[config.mk]
export PLATFORM = sky130hd
export DESIGN_NAME = varint_zero_run_encoder_unit
export DESIGN_NICKNAME = d
export VERILOG_FILES = /design/src/rtl/vzre_pkg.sv /design/src/rtl/varint_zero_run_encoder_unit.sv /design/src/rtl/vzre_datapath.sv /design/src/rtl/vzre_ctrl.sv
export SDC_FILE = /design/constraint.sdc
export NUM_CORES = 1
export LEC_CHECK = 0
export BUFFER_PORTS_ARGS = -buffer_cell sky130_fd_sc_hd__buf_2
export CAP_MARGIN = 10
export CELL_PAD_IN_SITES_DETAIL_PLACEMENT = 0
export CELL_PAD_IN_SITES_GLOBAL_PLACEMENT = 1
export CORE_MARGIN = 1.5
export CORE_UTILIZATION = 38
export DETAILED_ROUTE_END_ITERATION = 10
export PLACE_DENSITY_LB_ADDON = 0.05
export SLEW_MARGIN = 5
export SYNTH_ARGS = -nofsm -noshare
export SYNTH_HDL_FRONTEND = slang
export SYNTH_SLANG_ARGS = --single-unit
[constraint.sdc]
create_clock -name clock -period 5.4 [get_ports clock]
set_input_delay 0 -clock clock [delete_from_list [all_inputs] [get_ports clock]]
set_output_delay 0 -clock clock [all_outputs]
set_load 0.05 [all_outputs]
[src/rtl/vzre_pkg.sv]
// Shared types and codes for the varint and zero-run encoder.
`default_nettype none

package vzre_pkg;

   // Command codes carried on the request tuser field.
   typedef enum logic [1:0] {
      FUNC_RAW   = 2'd0,
      FUNC_U32   = 2'd1,
      FUNC_S64   = 2'd2,
      FUNC_FLUSH = 2'd3
   } func_type;

   // Controller states.
   typedef enum logic [2:0] {
      ST_IDLE,
      ST_RUN,
      ST_RAW,
      ST_VAR,
      ST_ZERO
   } state_type;

   // Source of the next output byte.
   typedef enum logic [1:0] {
      SEL_RUN,
      SEL_RAW,
      SEL_VAR,
      SEL_ZERO
   } emit_sel_type;

   localparam int unsigned VALUE_W   = 64;
   localparam int unsigned BYTE_W    = 8;
   localparam int unsigned GROUP_W   = 7;
   localparam logic [BYTE_W-1:0] RUN_LIMIT = 8'd255;

   // Commands from the controller to the datapath.
   typedef struct packed {
      logic         load;
      logic         emit;
      emit_sel_type emit_sel;
      logic         emit_last;
      logic         run_clear;
      logic         run_set_one;
      logic         run_inc;
      logic         shift;
   } cmd_type;

   // Status from the datapath to the controller.
   typedef struct packed {
      logic out_free;
      logic run_nonzero;
      logic run_full;
      logic in_zero;
      logic var_more;
   } status_type;

endpackage

`default_nettype wire

[src/rtl/varint_zero_run_encoder_unit.sv]
// Top level of the varint and zero-run encoder.
//
// Each request transaction is one put command; the block answers with zero to
// eleven response transactions of one byte each, tlast marking the final byte
// of the command. A command is taken only when the controller is idle, then
// its bytes leave one per cycle, while the response side does not stall,
// through a single output register; the most, eleven, come from a signed
// 64-bit value behind a pending zero run. A zero that merely extends a run,
// or a flush with no run pending, produces no byte.
`default_nettype none

module varint_zero_run_encoder_unit (
   input  wire logic        clock,
   input  wire logic        reset,
   input  wire logic        req_tvalid,
   output logic             req_tready,
   input  wire logic [63:0] req_tdata,   // [63:0] value
   input  wire logic [1:0]  req_tuser,   // [1:0] func
   output logic             rsp_tvalid,
   input  wire logic        rsp_tready,
   output logic [7:0]       rsp_tdata,   // [7:0] out_byte
   output logic             rsp_tlast
);
   import vzre_pkg::*;

   cmd_type    cmd;
   status_type status;

   // Command sequencer.
   vzre_ctrl u_ctrl (
      .clock      (clock),
      .reset      (reset),
      .req_tvalid (req_tvalid),
      .req_tready (req_tready),
      .in_func    (req_tuser),
      .status     (status),
      .cmd        (cmd)
   );

   // Operand, run counter and output register.
   vzre_datapath u_datapath (
      .clock      (clock),
      .reset      (reset),
      .cmd        (cmd),
      .status     (status),
      .in_func    (req_tuser),
      .in_value   (req_tdata),
      .rsp_tvalid (rsp_tvalid),
      .rsp_tready (rsp_tready),
      .rsp_tdata  (rsp_tdata),
      .rsp_tlast  (rsp_tlast)
   );

endmodule

`default_nettype wire

[src/rtl/vzre_datapath.sv]
// Datapath: operand shift register, zero-run counter and output register.
`default_nettype none

module vzre_datapath (
   input  wire logic                     clock,
   input  wire logic                     reset,
   input  wire vzre_pkg::cmd_type        cmd,
   output vzre_pkg::status_type          status,
   input  wire logic [1:0]               in_func,
   input  wire logic [63:0]              in_value,
   output logic                          rsp_tvalid,
   input  wire logic                     rsp_tready,
   output logic [7:0]                    rsp_tdata,
   output logic                          rsp_tlast
);
   import vzre_pkg::*;

   logic [VALUE_W-1:0] value_ff, value_in;
   logic [VALUE_W-1:0] masked;
   logic [BYTE_W-1:0]  run_ff, run_in;
   logic               valid_ff, valid_in;
   logic [BYTE_W-1:0]  byte_ff, byte_in;
   logic               last_ff, last_in;
   logic               more;

   // Operand masked to the bits the command uses.
   always_comb begin
      unique case (func_type'(in_func))
         FUNC_RAW:   masked = {{(VALUE_W-BYTE_W){1'b0}}, in_value[BYTE_W-1:0]};
         FUNC_U32:   masked = {32'd0, in_value[31:0]};
         FUNC_S64:   masked = in_value;
         FUNC_FLUSH: masked = '0;
         default:    masked = '0;
      endcase
   end

   assign more = |value_ff[VALUE_W-1:GROUP_W];

   // Status toward the controller.
   always_comb begin
      status.out_free    = !valid_ff || rsp_tready;
      status.run_nonzero = run_ff != '0;
      status.run_full    = run_ff == RUN_LIMIT;
      status.in_zero     = masked == '0;
      status.var_more    = more;
   end

   // Operand register: loaded on accept, shifted by one group per varint byte.
   always_comb begin
      value_in = value_ff;
      if (cmd.load) begin
         value_in = masked;
      end else if (cmd.shift) begin
         value_in = value_ff >> GROUP_W;
      end
   end

   // Zero-run counter.
   always_comb begin
      run_in = run_ff;
      if (cmd.run_set_one) begin
         run_in = 8'd1;
      end else if (cmd.run_clear) begin
         run_in = '0;
      end else if (cmd.run_inc) begin
         run_in = run_ff + 8'd1;
      end
   end

   // Output register holds one byte until the transaction completes.
   always_comb begin
      valid_in = valid_ff;
      byte_in  = byte_ff;
      last_in  = last_ff;
      if (cmd.emit) begin
         valid_in = 1'b1;
         last_in  = cmd.emit_last;
         unique case (cmd.emit_sel)
            SEL_RUN:  byte_in = run_ff;
            SEL_RAW:  byte_in = value_ff[BYTE_W-1:0];
            SEL_VAR:  byte_in = {more, value_ff[GROUP_W-1:0]};
            SEL_ZERO: byte_in = '0;
            default:  byte_in = '0;
         endcase
      end else if (rsp_tready) begin
         valid_in = 1'b0;
      end
   end

   always_ff @(posedge clock) begin
      if (reset) begin
         run_ff   <= '0;
         valid_ff <= 1'b0;
      end else begin
         run_ff   <= run_in;
         valid_ff <= valid_in;
      end
   end

   always_ff @(posedge clock) begin
      value_ff <= value_in;
      byte_ff  <= byte_in;
      last_ff  <= last_in;
   end

   assign rsp_tvalid = valid_ff;
   assign rsp_tdata  = byte_ff;
   assign rsp_tlast  = last_ff;

endmodule

`default_nettype wire

[src/rtl/vzre_ctrl.sv]
// Controller: sequences the bytes produced by each command.
`default_nettype none

module vzre_ctrl (
   input  wire logic                 clock,
   input  wire logic                 reset,
   input  wire logic                 req_tvalid,
   output logic                      req_tready,
   input  wire logic [1:0]           in_func,
   input  wire vzre_pkg::status_type status,
   output vzre_pkg::cmd_type         cmd
);
   import vzre_pkg::*;

   state_type state_ff, state_in;
   func_type  func_ff, func_in;
   logic      zero_ff, zero_in;
   logic      accept;
   func_type  func_now;

   assign func_now   = func_type'(in_func);
   assign req_tready = state_ff == ST_IDLE;
   assign accept     = req_tvalid && req_tready;

   // Command kind and zero flag are kept for the state after the count byte.
   always_comb begin
      func_in = func_ff;
      zero_in = zero_ff;
      if (accept) begin
         func_in = func_now;
         zero_in = status.in_zero;
      end
   end

   // Next state.
   always_comb begin
      state_in = state_ff;
      unique case (state_ff)
         ST_IDLE: begin
            if (accept) begin
               unique case (func_now)
                  FUNC_RAW: state_in = status.run_nonzero ? ST_RUN : ST_RAW;
                  FUNC_U32: begin
                     if (status.in_zero) begin
                        priority if (!status.run_nonzero) state_in = ST_ZERO;
                        else if (status.run_full)         state_in = ST_RUN;
                        else                              state_in = ST_IDLE;
                     end else begin
                        state_in = status.run_nonzero ? ST_RUN : ST_VAR;
                     end
                  end
                  FUNC_S64:   state_in = status.run_nonzero ? ST_RUN : ST_VAR;
                  FUNC_FLUSH: state_in = status.run_nonzero ? ST_RUN : ST_IDLE;
                  default:    state_in = ST_IDLE;
               endcase
            end
         end
         ST_RUN: begin
            if (status.out_free) begin
               unique case (func_ff)
                  FUNC_RAW:   state_in = ST_RAW;
                  FUNC_U32:   state_in = zero_ff ? ST_ZERO : ST_VAR;
                  FUNC_S64:   state_in = ST_VAR;
                  FUNC_FLUSH: state_in = ST_IDLE;
                  default:    state_in = ST_IDLE;
               endcase
            end
         end
         ST_VAR: begin
            if (status.out_free && !status.var_more) begin
               state_in = ST_IDLE;
            end
         end
         ST_RAW, ST_ZERO: begin
            if (status.out_free) begin
               state_in = ST_IDLE;
            end
         end
         default: state_in = ST_IDLE;
      endcase
   end

   // Datapath commands.
   always_comb begin
      cmd = '0;
      cmd.load = accept;
      unique case (state_ff)
         ST_IDLE: begin
            cmd.run_inc = accept && func_now == FUNC_U32 && status.in_zero
                          && status.run_nonzero && !status.run_full;
         end
         ST_RUN: begin
            cmd.emit      = status.out_free;
            cmd.emit_sel  = SEL_RUN;
            cmd.emit_last = func_ff == FUNC_FLUSH;
            cmd.run_clear = status.out_free;
         end
         ST_RAW: begin
            cmd.emit      = status.out_free;
            cmd.emit_sel  = SEL_RAW;
            cmd.emit_last = 1'b1;
         end
         ST_VAR: begin
            cmd.emit      = status.out_free;
            cmd.emit_sel  = SEL_VAR;
            cmd.emit_last = !status.var_more;
            cmd.shift     = status.out_free;
         end
         ST_ZERO: begin
            cmd.emit        = status.out_free;
            cmd.emit_sel    = SEL_ZERO;
            cmd.emit_last   = 1'b1;
            cmd.run_set_one = status.out_free;
         end
         default: cmd = '0;
      endcase
   end

   always_ff @(posedge clock) begin
      if (reset) begin
         state_ff <= ST_IDLE;
      end else begin
         state_ff <= state_in;
      end
   end

   always_ff @(posedge clock) begin
      func_ff <= func_in;
      zero_ff <= zero_in;
   end

endmodule

`default_nettype wire
Word-level counts from Yosys, hierarchy flattened
Cells that the tools add are included.
{"block": "totals", "ff_bits": 88}
{"block": "op_classes", "muxes": 29, "n_eq_ne": 18, "n_reduce_logical": 24, "addsub": 1}
{"cell": "case mux 64 bit (4 select lines)", "n": 1}
{"cell": "2-to-1 mux 64 bit", "n": 2}
{"cell": "logical NOT 64 bit", "n": 1}
{"cell": "OR reduction 57 bit", "n": 1}
{"cell": "case mux 3 bit (4 select lines)", "n": 3}
{"cell": "case mux 8 bit (4 select lines)", "n": 1}
{"cell": "2-to-1 mux 3 bit", "n": 7}
{"cell": "case mux 4 bit (4 select lines)", "n": 1}
{"cell": "== test 2 bit, second input constant", "n": 6}
{"cell": "2-to-1 mux 1 bit", "n": 12}
{"cell": "adder 8 x 1 -> 8 bit, second input constant", "n": 1}
{"cell": "== test 8 bit, second input constant", "n": 1}
{"cell": "nonzero test 8 bit", "n": 1}
{"cell": "== test 2 x 1 -> 1 bit, second input constant", "n": 3}
{"cell": "== test 3 x 2 -> 1 bit, second input constant", "n": 2}
{"cell": "logical AND 1 bit", "n": 6}
{"cell": "logical NOT 2 bit", "n": 3}
{"cell": "!= test 2 x 1 -> 1 bit, second input constant", "n": 3}
{"cell": "OR reduction 5 bit", "n": 1}
{"cell": "2-to-1 mux 2 bit", "n": 2}
{"cell": "AND reduction 4 bit", "n": 1}
{"cell": "nonzero test 2 bit", "n": 2}
{"cell": "== test 3 x 1 -> 1 bit, second input constant", "n": 1}
{"cell": "== test 3 bit, second input constant", "n": 1}
{"cell": "other kinds (7)", "n": 9}

Logic depth before layout (Yosys ltp)
Gate-level depths: netlist (run 1).
{"block": "logic_depth", "depth_word": 10, "depth_mapped": 9}

Hierarchy
A second synthesis (run 1) with hierarchy kept.
{"block": "unflattened", "hier_cells": 360, "hier_area_um2": 4267.8}
{"module": "vzre_datapath", "area_each_um2": 3766.1, "seq_area_each_um2": 2372.3, "n_inst": 1, "cells_each": 298}
{"module": "vzre_ctrl", "area_each_um2": 501.7, "seq_area_each_um2": 150.1, "n_inst": 1, "cells_each": 62}

Worst setup path before layout (run 1)
OpenSTA, ideal clock, no wires.
{"block": "synth_path", "kind": "flip-flop to flip-flop", "start": "reg u_datapath.valid_ff, in the netlist u_datapath.rsp_tvalid", "end": "reg u_datapath.value_ff[0], enable pin", "t_arrival_ns": 5.245, "path_buffers": 0, "path_stages_with_launch": 3, "path_slack_ns": -0.419, "setup_time_ns": 0.574, "required_ns": 4.826, "cell_sequence": "dfxtp_1 nor2b_1 o21ai_0"}
{"block": "synth_via", "elab_chain_len": 4}
{"element": "from (decl)", "line_no": "vzre_datapath.sv:21", "rtl": "logic valid_ff, valid_in;"}
{"element": "from (signal assigned)", "line_no": "vzre_datapath.sv:96", "rtl": "valid_ff <= valid_in;"}
{"element": "logical NOT 1 bit", "line_no": "vzre_datapath.sv:41", "rtl": "status.out_free = !valid_ff || rsp_tready;"}
{"element": "logical OR 1 bit", "line_no": "vzre_datapath.sv:41"}
{"element": "2-to-1 mux 1 bit", "line_no": "vzre_ctrl.sv:87", "rtl": "unique case (state_ff)"}
{"element": "nonzero test 2 bit (no source line)"}
{"element": "to (signal assigned)", "line_no": "vzre_datapath.sv:101", "rtl": "value_ff <= value_in;"}
{"element": "to (decl)", "line_no": "vzre_datapath.sv:18", "rtl": "logic [VALUE_W-1:0] value_ff, value_in;"}
Every way passes these cells.
A chain may end at the register's enable or synchronous reset.

Worst setup path in the final report (run 1)
{"block": "layout_path", "start": "in req_tuser[1]", "end": "reg u_datapath.run_ff[7]"}
{"block": "layout_via", "elab_chain_len": 7, "elab_cells_between_ends": 11}
{"element": "from (decl)", "line_no": "varint_zero_run_encoder_unit.sv:18", "rtl": "input wire logic [1:0] req_tuser,"}
{"element": "== test 2 bit, or another cell as far along", "line_no": "vzre_datapath.sv:28", "rtl": "unique case (func_type'(in_func))"}
{"element": "case mux 64 bit (4 select lines)", "line_no": "vzre_datapath.sv:28"}
{"element": "logical NOT 64 bit", "line_no": "vzre_datapath.sv:44", "rtl": "status.in_zero = masked == '0;"}
{"element": "logical AND 1 bit (*)", "line_no": "vzre_ctrl.sv:89", "rtl": "cmd.run_inc = accept && func_now == FUNC_U32 && status.in_zero"}
{"element": "logical AND 1 bit (*) (2 in a row)", "line_no": "vzre_ctrl.sv:90", "rtl": "&& status.run_nonzero && !status.run_full;"}
{"element": "2-to-1 mux 1 bit (*)", "line_no": "vzre_ctrl.sv:87"}
{"element": "to (signal assigned)", "line_no": "vzre_datapath.sv:95", "rtl": "run_ff <= run_in;"}
{"element": "to (decl)", "line_no": "vzre_datapath.sv:20", "rtl": "logic [BYTE_W-1:0] run_ff, run_in;"}
Every way passes the cells marked *; elsewhere a longest branch is shown, timed or not.

==> results_dict.tcl, run 1 <==
set metrics [dict create \
    max-vdd-ir-drop_v 0.000376 \
    r2r_end "u_datapath.run_ff[7]" \
    gp_congestion 0.827 \
    htree_levels 3 \
    drc_errors 0 \
    hold_violations 0 \
    slew_headroom_pct 25.0 \
    clock_skew_ns 0.00737 \
    cp.required_ns 5.68 \
    num_vias 3930 \
    ys_seq_area_share_pct 56.9 \
    dp_hpwl_um 8310 \
    grt_antenna_before_repair 0 \
    tightest_slew_ns 1.13 \
    yosysWarnings 0 \
    grt_pass1_wl_um 20000 \
    rsz0062_at_grt "no" \
    syn_avg_cell_area_um2 9.51 \
    synth_cells 466 \
    hold_slack_ns 0.0123 \
    synth_area_um2 4430 \
    final_nets 670 \
    ys.flop_type "edfxtp_1" \
    die_h_um 111 \
    cts_buffer_depth 2 \
    wirelength_um 12400 \
    p_leak_uw 0.00237 \
    vias_per_cell 5.27 \
    cp.arrival_ns 3.41 \
    rows 39 \
    finalCritPeriodShare_pct 57.9 \
    worstSkewPairLatency_ns 0.35 \
    ctsResizeCount 0 \
    area_growth_pct 32.9 \
    outcome "complete, no violations" \
    grt_overflow 0 \
    r2r_start "u_ctrl.state_ff[2]" \
    max_freq_mhz 320 \
    end_kind "flip-flop" \
    synth_edf_count 76 \
    power-per-cell-area_nw_per_um2 498 \
    die_x_um 111 \
    r2r_slack_ns 2.38 \
    crit_fanout 34 \
    cp-start-kind "input port" \
    design.die.area_um2 12300 \
    synth_cell_types 45 \
    drt_pass1_iterations 4 \
    cts_setup_buffers 0 \
    clkTransAtPathRegs_ns 0.07 \
    totalNegativeSetupSlack_ns 0 \
    grt_max_degree 68 \
    finalSetupViolCount 0 \
    cts_sinks 88 \
    hold_path_class "input port to flip-flop" \
    grt_pass1_vias 3866 \
    critPathKind "input port to flip-flop" \
    core_area_um2 11400 \
    root_buffer "clkbuf_16" \
    grt_use_total_pct 21.0 \
    hold_buffers 66 \
    cts-buffers-inserted 9 \
    wl_per_cell_um 16.7 \
    drive_gt1_share_pct 17.9 \
    cp-startpoint "req_tuser[1]" \
    start_util_pct 38.8 \
    endpoint "u_datapath.run_ff[7]" \
    maxSlewViolCount 0 \
    reg2reg_depth 7 \
    async_flop_share_pct 0 \
    ys_ff_latch 88 \
    max_cap_viol_count 0 \
    cts_tree "done" \
    synth_fp_nets 538 \
    diodes 0 \
    ant_nets 0 \
    drtIter0Drc 311 \
    io_pins 81 \
    io_buffers 80 \
    fin_crit_ns 3.13 \
]
## worst max-delay path, stage by stage
cell           delay, ns
dlygate4sd3_1       0.53
buf_2               0.16
nor2b_2             0.15
buf_4               0.23
nand2b_1            0.67
a32oi_2             0.48
nand3_1             0.41
or4_1               0.59
a21oi_1             0.15
## synthesized netlist by cell type (2+ instances only)
cell      instances  area [um2]
a21oi_1          16        80.1
a31oi_1           3        18.8
and3_1            8        50.1
buf_2             2        10.0
clkbuf_1         24        90.1
dfxtp_1          12         240
edfxtp_1         76        2280
ha_1              2        25.0
inv_1             5        18.8
nand2_1         135         507
nand2b_1          4        25.0
nand3_1          64         320
nand4_1           7        43.8
nor2_1           13        48.8
nor2b_1           5        31.3
nor3_1            4        20.0
nor4_1           27         169
nor4_2            2        25.0
o21a_1            2        15.0
o21ai_0          10        50.1
o21bai_1          2        15.0
o22ai_1           8        50.1
o31ai_1           4        30.0
or2_2             2        12.5
or3_1             4        25.0
or4_1             3        22.5
xnor2_1           4        35.0
## power by group
part / internal (uW) / leakage (uW) / switching [uW]
logic: 301 / 0.00139 / 686
registers: 1160 / 0.000833 / 176
clock network: 359 / 0.000143 / 258
## worst min path at each step
stage                     slack [ns]                endpoint          from  cells after the start
after detailed placement        0.28   u_datapath.rsp_tvalid         reset                      2
final                           0.01  u_datapath.value_ff[1]  req_tdata[1]                      3
after global routing            0.03  u_datapath.value_ff[1]  req_tdata[1]                      3
after floorplan                 0.07   u_datapath.rsp_tvalid         reset                      1
after CTS                      0.008  u_datapath.value_ff[1]  req_tdata[1]                      3
after global placement          0.28   u_datapath.rsp_tvalid         reset                      2
## kinds of logic after synthesis
kind of cell | share of synthesized area (%)
fa+ha+maj | 0.565
compound gates | 7.34
simple gates | 30.6
flops | 56.9
xor+xnor | 0.988
mux | 0.480
buf+inv | 3.11
## final cells by class
class / count / area [um2]
multi-input cells: 345 / 1790
repair buffers: 149 / 1100
clock buffers: 11 / 233
fillers: 1065 / 5530
well taps: 143 / 179
clock inverters: 5 / 57.6
flip-flops and latches: 88 / 2520
inverters: 5 / 18.8
## flip-flops by register name, indices dropped and copies added (netlist names)
signal and count:
u_ctrl.func_ff 2, u_ctrl.state_ff 3, u_ctrl.zero_ff 1, u_datapath.rsp_tdata 8, u_datapath.rsp_tlast 1, u_datapath.rsp_tvalid 1
u_datapath.run_ff 8, u_datapath.value_ff 64
## cells in the final DEF, fill, tap and decap left out, drive strengths merged, types with 4 or more instances in the layout
cell type / count
clkinv: 4
nand2b: 4
inv: 5
dfxtp: 12
dlygate4sd3: 66
o22ai: 8
nor2: 13
nor2b: 5
nand4: 7
nand3: 64
a21oi: 16
nor3: 5
o21ai: 10
or3: 4
xnor2: 4
nor4: 29
nand2: 136
o31ai: 4
clkbuf: 11
buf: 83
and3: 8
edfxtp: 76
## per-layer routing
| metal | share of wire [%] | global-route usage [%] |
|---|---|---|
| met1 | 43 | 26.3 |
| met2 | 51 | 36.0 |
| met3 | 3.2 | 3.23 |
| met4 | 2.4 | 9.06 |
| met5 | 0 | 0 |
## metrics by stage
step           worst slack [ns]  std cells  utilization, %  power [uW]  area [um2]
6_report                   2.27        746            51.6        2940        5890
3_5_place_dp               2.14        663            43.1        2290        4920
3_3_place_gp               2.20        663            43.1        2280        4920
4_1_cts                    2.13        745            51.4        2950        5870
2_1_floorplan              1.31        466               -        2020        4430
5_1_grt                    2.05        746            51.6        3130        5890
No activity file was read; power rests on OpenSTA's default activity.
==> run 2, diff against run 1 <==
--- a/config.mk
+++ b/config.mk
@@ -10,7 +10,7 @@
 export CELL_PAD_IN_SITES_DETAIL_PLACEMENT = 0
 export CELL_PAD_IN_SITES_GLOBAL_PLACEMENT = 1
 export CORE_MARGIN = 1.5
-export CORE_UTILIZATION = 38
+export CORE_UTILIZATION = 42
 export DETAILED_ROUTE_END_ITERATION = 10
 export PLACE_DENSITY_LB_ADDON = 0.05
 export SLEW_MARGIN = 5
==> constraint.sdc (replaced) <==
create_clock -name clock -period 2.9 [get_ports clock]
set_input_delay 0 -clock clock [delete_from_list [all_inputs] [get_ports clock]]
set_output_delay 0 -clock clock [all_outputs]
set_load 0.05 [all_outputs]
==> run 2 against run 1 <==
  * Total power up 78%
  * Non-clock buffer count increased by 6
  * Clock skew increased by 0.0063 ns
  * Design area decreased by 1.0%
  * Critical path type unchanged
  * Combinational power rose by 95%
  * Global-route usage is 1.9 points higher
  * Routed wire length shrank 1.7%
  * Setup slack worse by 1.9 ns
  * Clock power up 39%
  * Final cell count down 0.13%
  * Worst hold slack improved by 0.0048 ns
  * Flip-flop and latch count is the same
==> results_dict.tcl, run 2 (synthesis results as in run 1) <==
set metrics [dict create \
    r2r_end "u_datapath.run_ff[5]" \
    die_h_um 106 \
    totalNegativeSetupSlack_ns 0 \
    finalCritPeriodShare_pct 86.5 \
    outcome "complete, no violations" \
    mostFrequentLayoutCells "135 x nand2_1, 80 x buf_2, 76 x edfxtp_1" \
    hold_path_class "input port to flip-flop" \
    fin_ws_ns 0.392 \
    num_vias 4001 \
    cp-start-kind "input port" \
    diodes 0 \
    tightest_slew_ns 0.654 \
    area_growth_pct 31.6 \
    power-per-cell-area_nw_per_um2 896 \
    gp_congestion 0.827 \
    worstSkewPairLatency_ns 0.35 \
    drtIter0Drc 301 \
    r2r_start "u_ctrl.state_ff[2]" \
    start_util_pct 43.1 \
    max_cap_viol_count 0 \
    grt_antenna_before_repair 0 \
    clkTransAtPathRegs_ns 0.09 \
    slew_headroom_pct 56.4 \
    cts_setup_buffers 0 \
    crit_fanout 12 \
    final_nets 676 \
    design.die.area_um2 11200 \
    fin_crit_ns 2.51 \
    min_from "req_tdata[7]" \
    ant_nets 0 \
    grt_use_total_pct 22.9 \
    hold_slack_ns 0.0171 \
    dp_hpwl_um 8190 \
    power_uw 5220 \
    wl_per_cell_um 16.4 \
    maxSlewViolCount 0 \
    drt_pass1_iterations 9 \
    cp.arrival_ns 2.80 \
    rows 37 \
    htree_levels 3 \
    drc_errors 0 \
    io_buffers 80 \
    cp.required_ns 3.19 \
    grt_overflow 0 \
    r2r_slack_ns 0.46 \
    cts_buffer_depth 2 \
    wirelength_um 12200 \
    hold_violations 0 \
    drive_gt1_share_pct 18.9 \
    ctsResizeCount 0 \
    io_pins 81 \
    rsz0062_at_grt "no" \
    max_freq_mhz 399 \
    reg2reg_depth 6 \
    hold_end "u_datapath.value_ff[7]" \
    die_x_um 106 \
    vias_per_cell 5.37 \
    cts_sinks 88 \
    largest_register_ffs 64 \
    largest-register "u_datapath.value_ff" \
    clock_skew_ns 0.0136 \
    end_kind "flip-flop" \
    cts_tree "done" \
    p_leak_uw 0.00235 \
    root_buffer "clkbuf_8" \
    place_ws_ns 0.490 \
    max-vdd-ir-drop_v 0.000484 \
    critPathKind "input port to flip-flop" \
    grt_pass1_vias 3958 \
    grt_pass1_wl_um 19800 \
    finalSetupViolCount 0 \
    cts-buffers-inserted 9 \
    whs_path_depth 3 \
    grt_max_degree 65 \
    final_common_cell "nand2_1" \
    core_area_um2 10300 \
]
==> run 2: final cells by class <==
class | count | area (um2)
flip-flops and latches | 88 | 2520
inverters | 5 | 18.8
repair buffers | 155 | 1140
multi-input cells | 345 | 1790
clock buffers | 10 | 128
well taps | 136 | 170
fillers | 951 | 4440
clock inverters | 6 | 67.6
==> run 2: how the worst max path moves through the flow <==
stage                             end                   from  cells after the start
6_report         u_datapath.run_ff[5]          req_tdata[34]                      8
2_1_floorplan  u_datapath.value_ff[0]  u_datapath.rsp_tvalid                      2
4_1_cts          u_datapath.run_ff[5]     u_ctrl.state_ff[2]                      6
3_3_place_gp     u_datapath.run_ff[7]     u_ctrl.state_ff[2]                      6
5_1_grt          u_datapath.run_ff[7]     u_ctrl.state_ff[2]                      6
3_5_place_dp     u_datapath.run_ff[5]     u_ctrl.state_ff[2]                      6
==> run 2: metal layers <==
| metal | up-vias | track usage (%) | wire length, um |
|---|---|---|---|
| met5 | - | 0 | 0 |
| met4 | 0 | 6.47 | 182 |
| met3 | 14 | 3.46 | 495 |
| met2 | 132 | 41.6 | 6420 |
| met1 | 1876 | 28.1 | 5120 |
| li1 | 1979 | - | - |
==> run 2: power breakdown <==
part	leakage, uW	internal, uW	switching (uW)	total, uW
Sequential	0.000833	2140	301	2440
Clock	0.0000929	402	457	859
Combinational	0.00142	603	1320	1920
Total	0.00235	3150	2080	5220
==> run 2: worst max-delay path, stage by stage <==
cell and delay [ns]:
dlygate4sd3_1 0.53, buf_2 0.13, nor4_1 0.44, nand4_1 0.22
o22ai_1 0.34, nand3_1 0.41, or4_1 0.58, a21oi_1 0.14
==> run 2: stage by stage <==
| stage | std cells | instance area [um2] | utilization [%] |
|---|---|---|---|
| finish | 745 | 5830 | 56.8 |
| global route | 745 | 5830 | 56.8 |
| CTS | 745 | 5830 | 56.8 |
| detailed placement | 663 | 4980 | 48.4 |
| global placement | 663 | 4980 | 48.4 |
| floorplan | 466 | 4440 | - |
==> run 2: timing repair <==
action / in CTS / in global routing
endpoints found under the hold margin: 69 / 0
endpoints found under the setup margin: 0 / 0
hold buffers: 66 / 0
==> run 3, diff against run 2 <==
--- a/config.mk
+++ b/config.mk
@@ -7,10 +7,8 @@
 export LEC_CHECK = 0
 export BUFFER_PORTS_ARGS = -buffer_cell sky130_fd_sc_hd__buf_2
 export CAP_MARGIN = 10
-export CELL_PAD_IN_SITES_DETAIL_PLACEMENT = 0
-export CELL_PAD_IN_SITES_GLOBAL_PLACEMENT = 1
 export CORE_MARGIN = 1.5
-export CORE_UTILIZATION = 42
+export CORE_UTILIZATION = 56
 export DETAILED_ROUTE_END_ITERATION = 10
 export PLACE_DENSITY_LB_ADDON = 0.05
 export SLEW_MARGIN = 5
==> constraint.sdc (replaced) <==
create_clock -name clock -period 3.2 [get_ports clock]
set_input_delay 0 -clock clock [delete_from_list [all_inputs] [get_ports clock]]
set_output_delay 0 -clock clock [all_outputs]
set_load 0.05 [all_outputs]
==> run 3 against run 2 <==
  * Final cell count is 4.6% lower
  * Total power is 9.9% lower
  * Combinational power is 9.9% lower
  * Sequential share of layout area is 0.34 points higher
  * Design area is 0.77% lower
  * Sequential power is 9.0% lower
  * Clock power is 12% lower
  * Global-route usage is 7.6 points higher
  * Routed wire length is 1.1% higher
  * Worst hold slack better by 0.088 ns
  * Largest cell class unchanged
==> results_dict.tcl, run 3 (synthesis results as in run 1) <==
set metrics [dict create \
    num_vias 4171 \
    slowest_delay_ns 0.66 \
    cp-start-kind "input port" \
    worstSkewPairLatency_ns 0.36 \
    design.die.area_um2 8460 \
    cts-buffers-inserted 9 \
    clock_skew_ns 0.0130 \
    cts_buffer_depth 2 \
    max-vdd-ir-drop_v 0.000407 \
    crit_slowest_cell "nor4_1" \
    n_fill_cell 575 \
    rsz0062_at_grt "no" \
    slew_headroom_pct 48.6 \
    drc_errors 0 \
    drtIter0Drc 278 \
    die_x_um 92.0 \
    largest-register "u_datapath.value_ff" \
    root_buffer "clkbuf_8" \
    htree_levels 3 \
    core_area_um2 7690 \
    r2r_start "u_ctrl.state_ff[2]" \
    tightest_slew_ns 0.768 \
    grt_pass1_wl_um 19900 \
    place_ws_ns 0.789 \
    path_buf_inv 2 \
    hold_violations 0 \
    dp_hpwl_um 7470 \
    totalNegativeSetupSlack_ns 0 \
    fin_crit_ns 2.66 \
    cp.arrival_ns 2.94 \
    grt_max_degree 65 \
    wirelength_um 12400 \
    critPathTopFamily "simple AND/OR/NAND/NOR gates" \
    end_kind "flip-flop" \
    io_pins 81 \
    reg2reg_depth 6 \
    die_h_um 92.0 \
    vias_per_cell 5.87 \
    diodes 0 \
    grt_overflow 0 \
    area_growth_pct 30.6 \
    final_nets 676 \
    grt_use_total_pct 30.5 \
    wl_per_cell_um 17.4 \
    power-per-cell-area_nw_per_um2 813 \
    ant_nets 0 \
    hold_buffers 68 \
    grt_antenna_before_repair 0 \
    largest_register_ffs 64 \
    gp_congestion 0.874 \
    rows 32 \
    outcome "complete, no violations" \
    cts_tree "done" \
    drt_pass1_iterations 5 \
    finalSetupViolCount 0 \
    whs_path_depth 4 \
    max_cap_viol_count 0 \
    mostFrequentLayoutCells "135 x nand2_1, 80 x buf_2, 76 x edfxtp_1" \
    cts_setup_buffers 0 \
    min_from "rsp_tready" \
    crit_chain "dlygate4sd3_1, buf_2, nor4_1, nand3b_1, nor4_2, nand3_1, or4_1, a21oi_1" \
    fin_ws_ns 0.544 \
    hold_end "u_datapath.run_ff[0]" \
    final_common_cell "nand2_1" \
    finalCritPeriodShare_pct 83.0 \
    p_leak_uw 0.00234 \
    drive_gt1_share_pct 18.4 \
    clkTransAtPathRegs_ns 0.08 \
    max_freq_mhz 376 \
    cp.required_ns 3.49 \
    ctsResizeCount 0 \
    critPathKind "input port to flip-flop" \
    r2r_end "u_datapath.value_ff[63]" \
    crit_fanout 12 \
    io_buffers 80 \
    hold_path_class "input port to flip-flop" \
    grt_pass1_vias 4137 \
    maxSlewViolCount 0 \
    start_util_pct 57.6 \
    cts_sinks 88 \
    r2r_slack_ns 0.76 \
]
## run 3: cell count changes in the layout (fill, tap and decap cells not counted)
| cell | previous run | this run |
|---|---|---|
| dlygate4sd3_1 | 66 | 68 |
| clkinv_1 | 0 | 1 |
| clkinv_2 | 1 | 3 |
| clkinv_4 | 1 | 0 |
| inv_2 | 1 | 0 |
| buf_4 | 8 | 6 |
| inv_6 | 1 | 0 |
## run 3: area by class of cell
class / instances / area, um2 / share of cell area (%)
timing repair buffer: 155 / 1150 / 19.8
inverter: 5 / 18.8 / 0.324
sequential: 88 / 2520 / 43.6
multi-input combinational: 345 / 1790 / 30.8
tap: 102 / 128 / 2.20
clock inverter: 6 / 60.1 / 1.04
clock buffer: 10 / 128 / 2.20
## run 3: metal layers
layer	track usage [%]	vias to the layer above	share of wire, %
met1	37.2	1965	39
met2	53.3	189	52
met5	0	-	0
li1	-	1984	-
met4	11.5	0	3.0
met3	6.05	33	5.9
## run 3: where the power goes
part | switching, uW | internal [uW] | leakage [uW]
Clock | 396 | 357 | 0.0000920
Sequential | 275 | 1940 | 0.000833
Combinational | 1200 | 532 | 0.00142
Total | 1870 | 2830 | 0.00234
## run 3: how the worst max path moves through the flow
stage | from | endpoint | slack [ns] | cells past startpoint
3_5_place_dp | req_tdata[2] | u_datapath.run_ff[7] | 0.79 | 7
2_1_floorplan | u_datapath.rsp_tvalid | u_datapath.value_ff[0] | 0.33 | 2
3_3_place_gp | u_ctrl.state_ff[2] | u_datapath.value_ff[58] | 0.85 | 6
4_1_cts | req_tdata[2] | u_datapath.run_ff[7] | 0.61 | 8
6_report | req_tdata[3] | u_datapath.run_ff[7] | 0.54 | 8
5_1_grt | req_tdata[3] | u_datapath.run_ff[5] | 0.40 | 8
## run 3: metrics by stage
step | cell area, um2 | utilization (%) | total power [uW] | hold slack (ns) | std cells
final | 5790 | 75.3 | 4700 | 0.105 | 711
after global routing | 5790 | 75.3 | 4980 | 0.112 | 711
after CTS | 5790 | 75.3 | 4680 | 0.0869 | 711
after detailed placement | 4920 | 64.0 | 3860 | 0.277 | 627
after global placement | 4920 | 64.0 | 3830 | 0.270 | 627
after floorplan | 4440 | - | 3400 | 0.0691 | 466
## run 3: worst reg2reg max path, delay by kind of cell, from the launching register on
kind	cells	cell delay [ns]
AND/OR/NAND/NOR	3	0.46
flip-flops	1	0.73
buffers and inverters	3	1.02
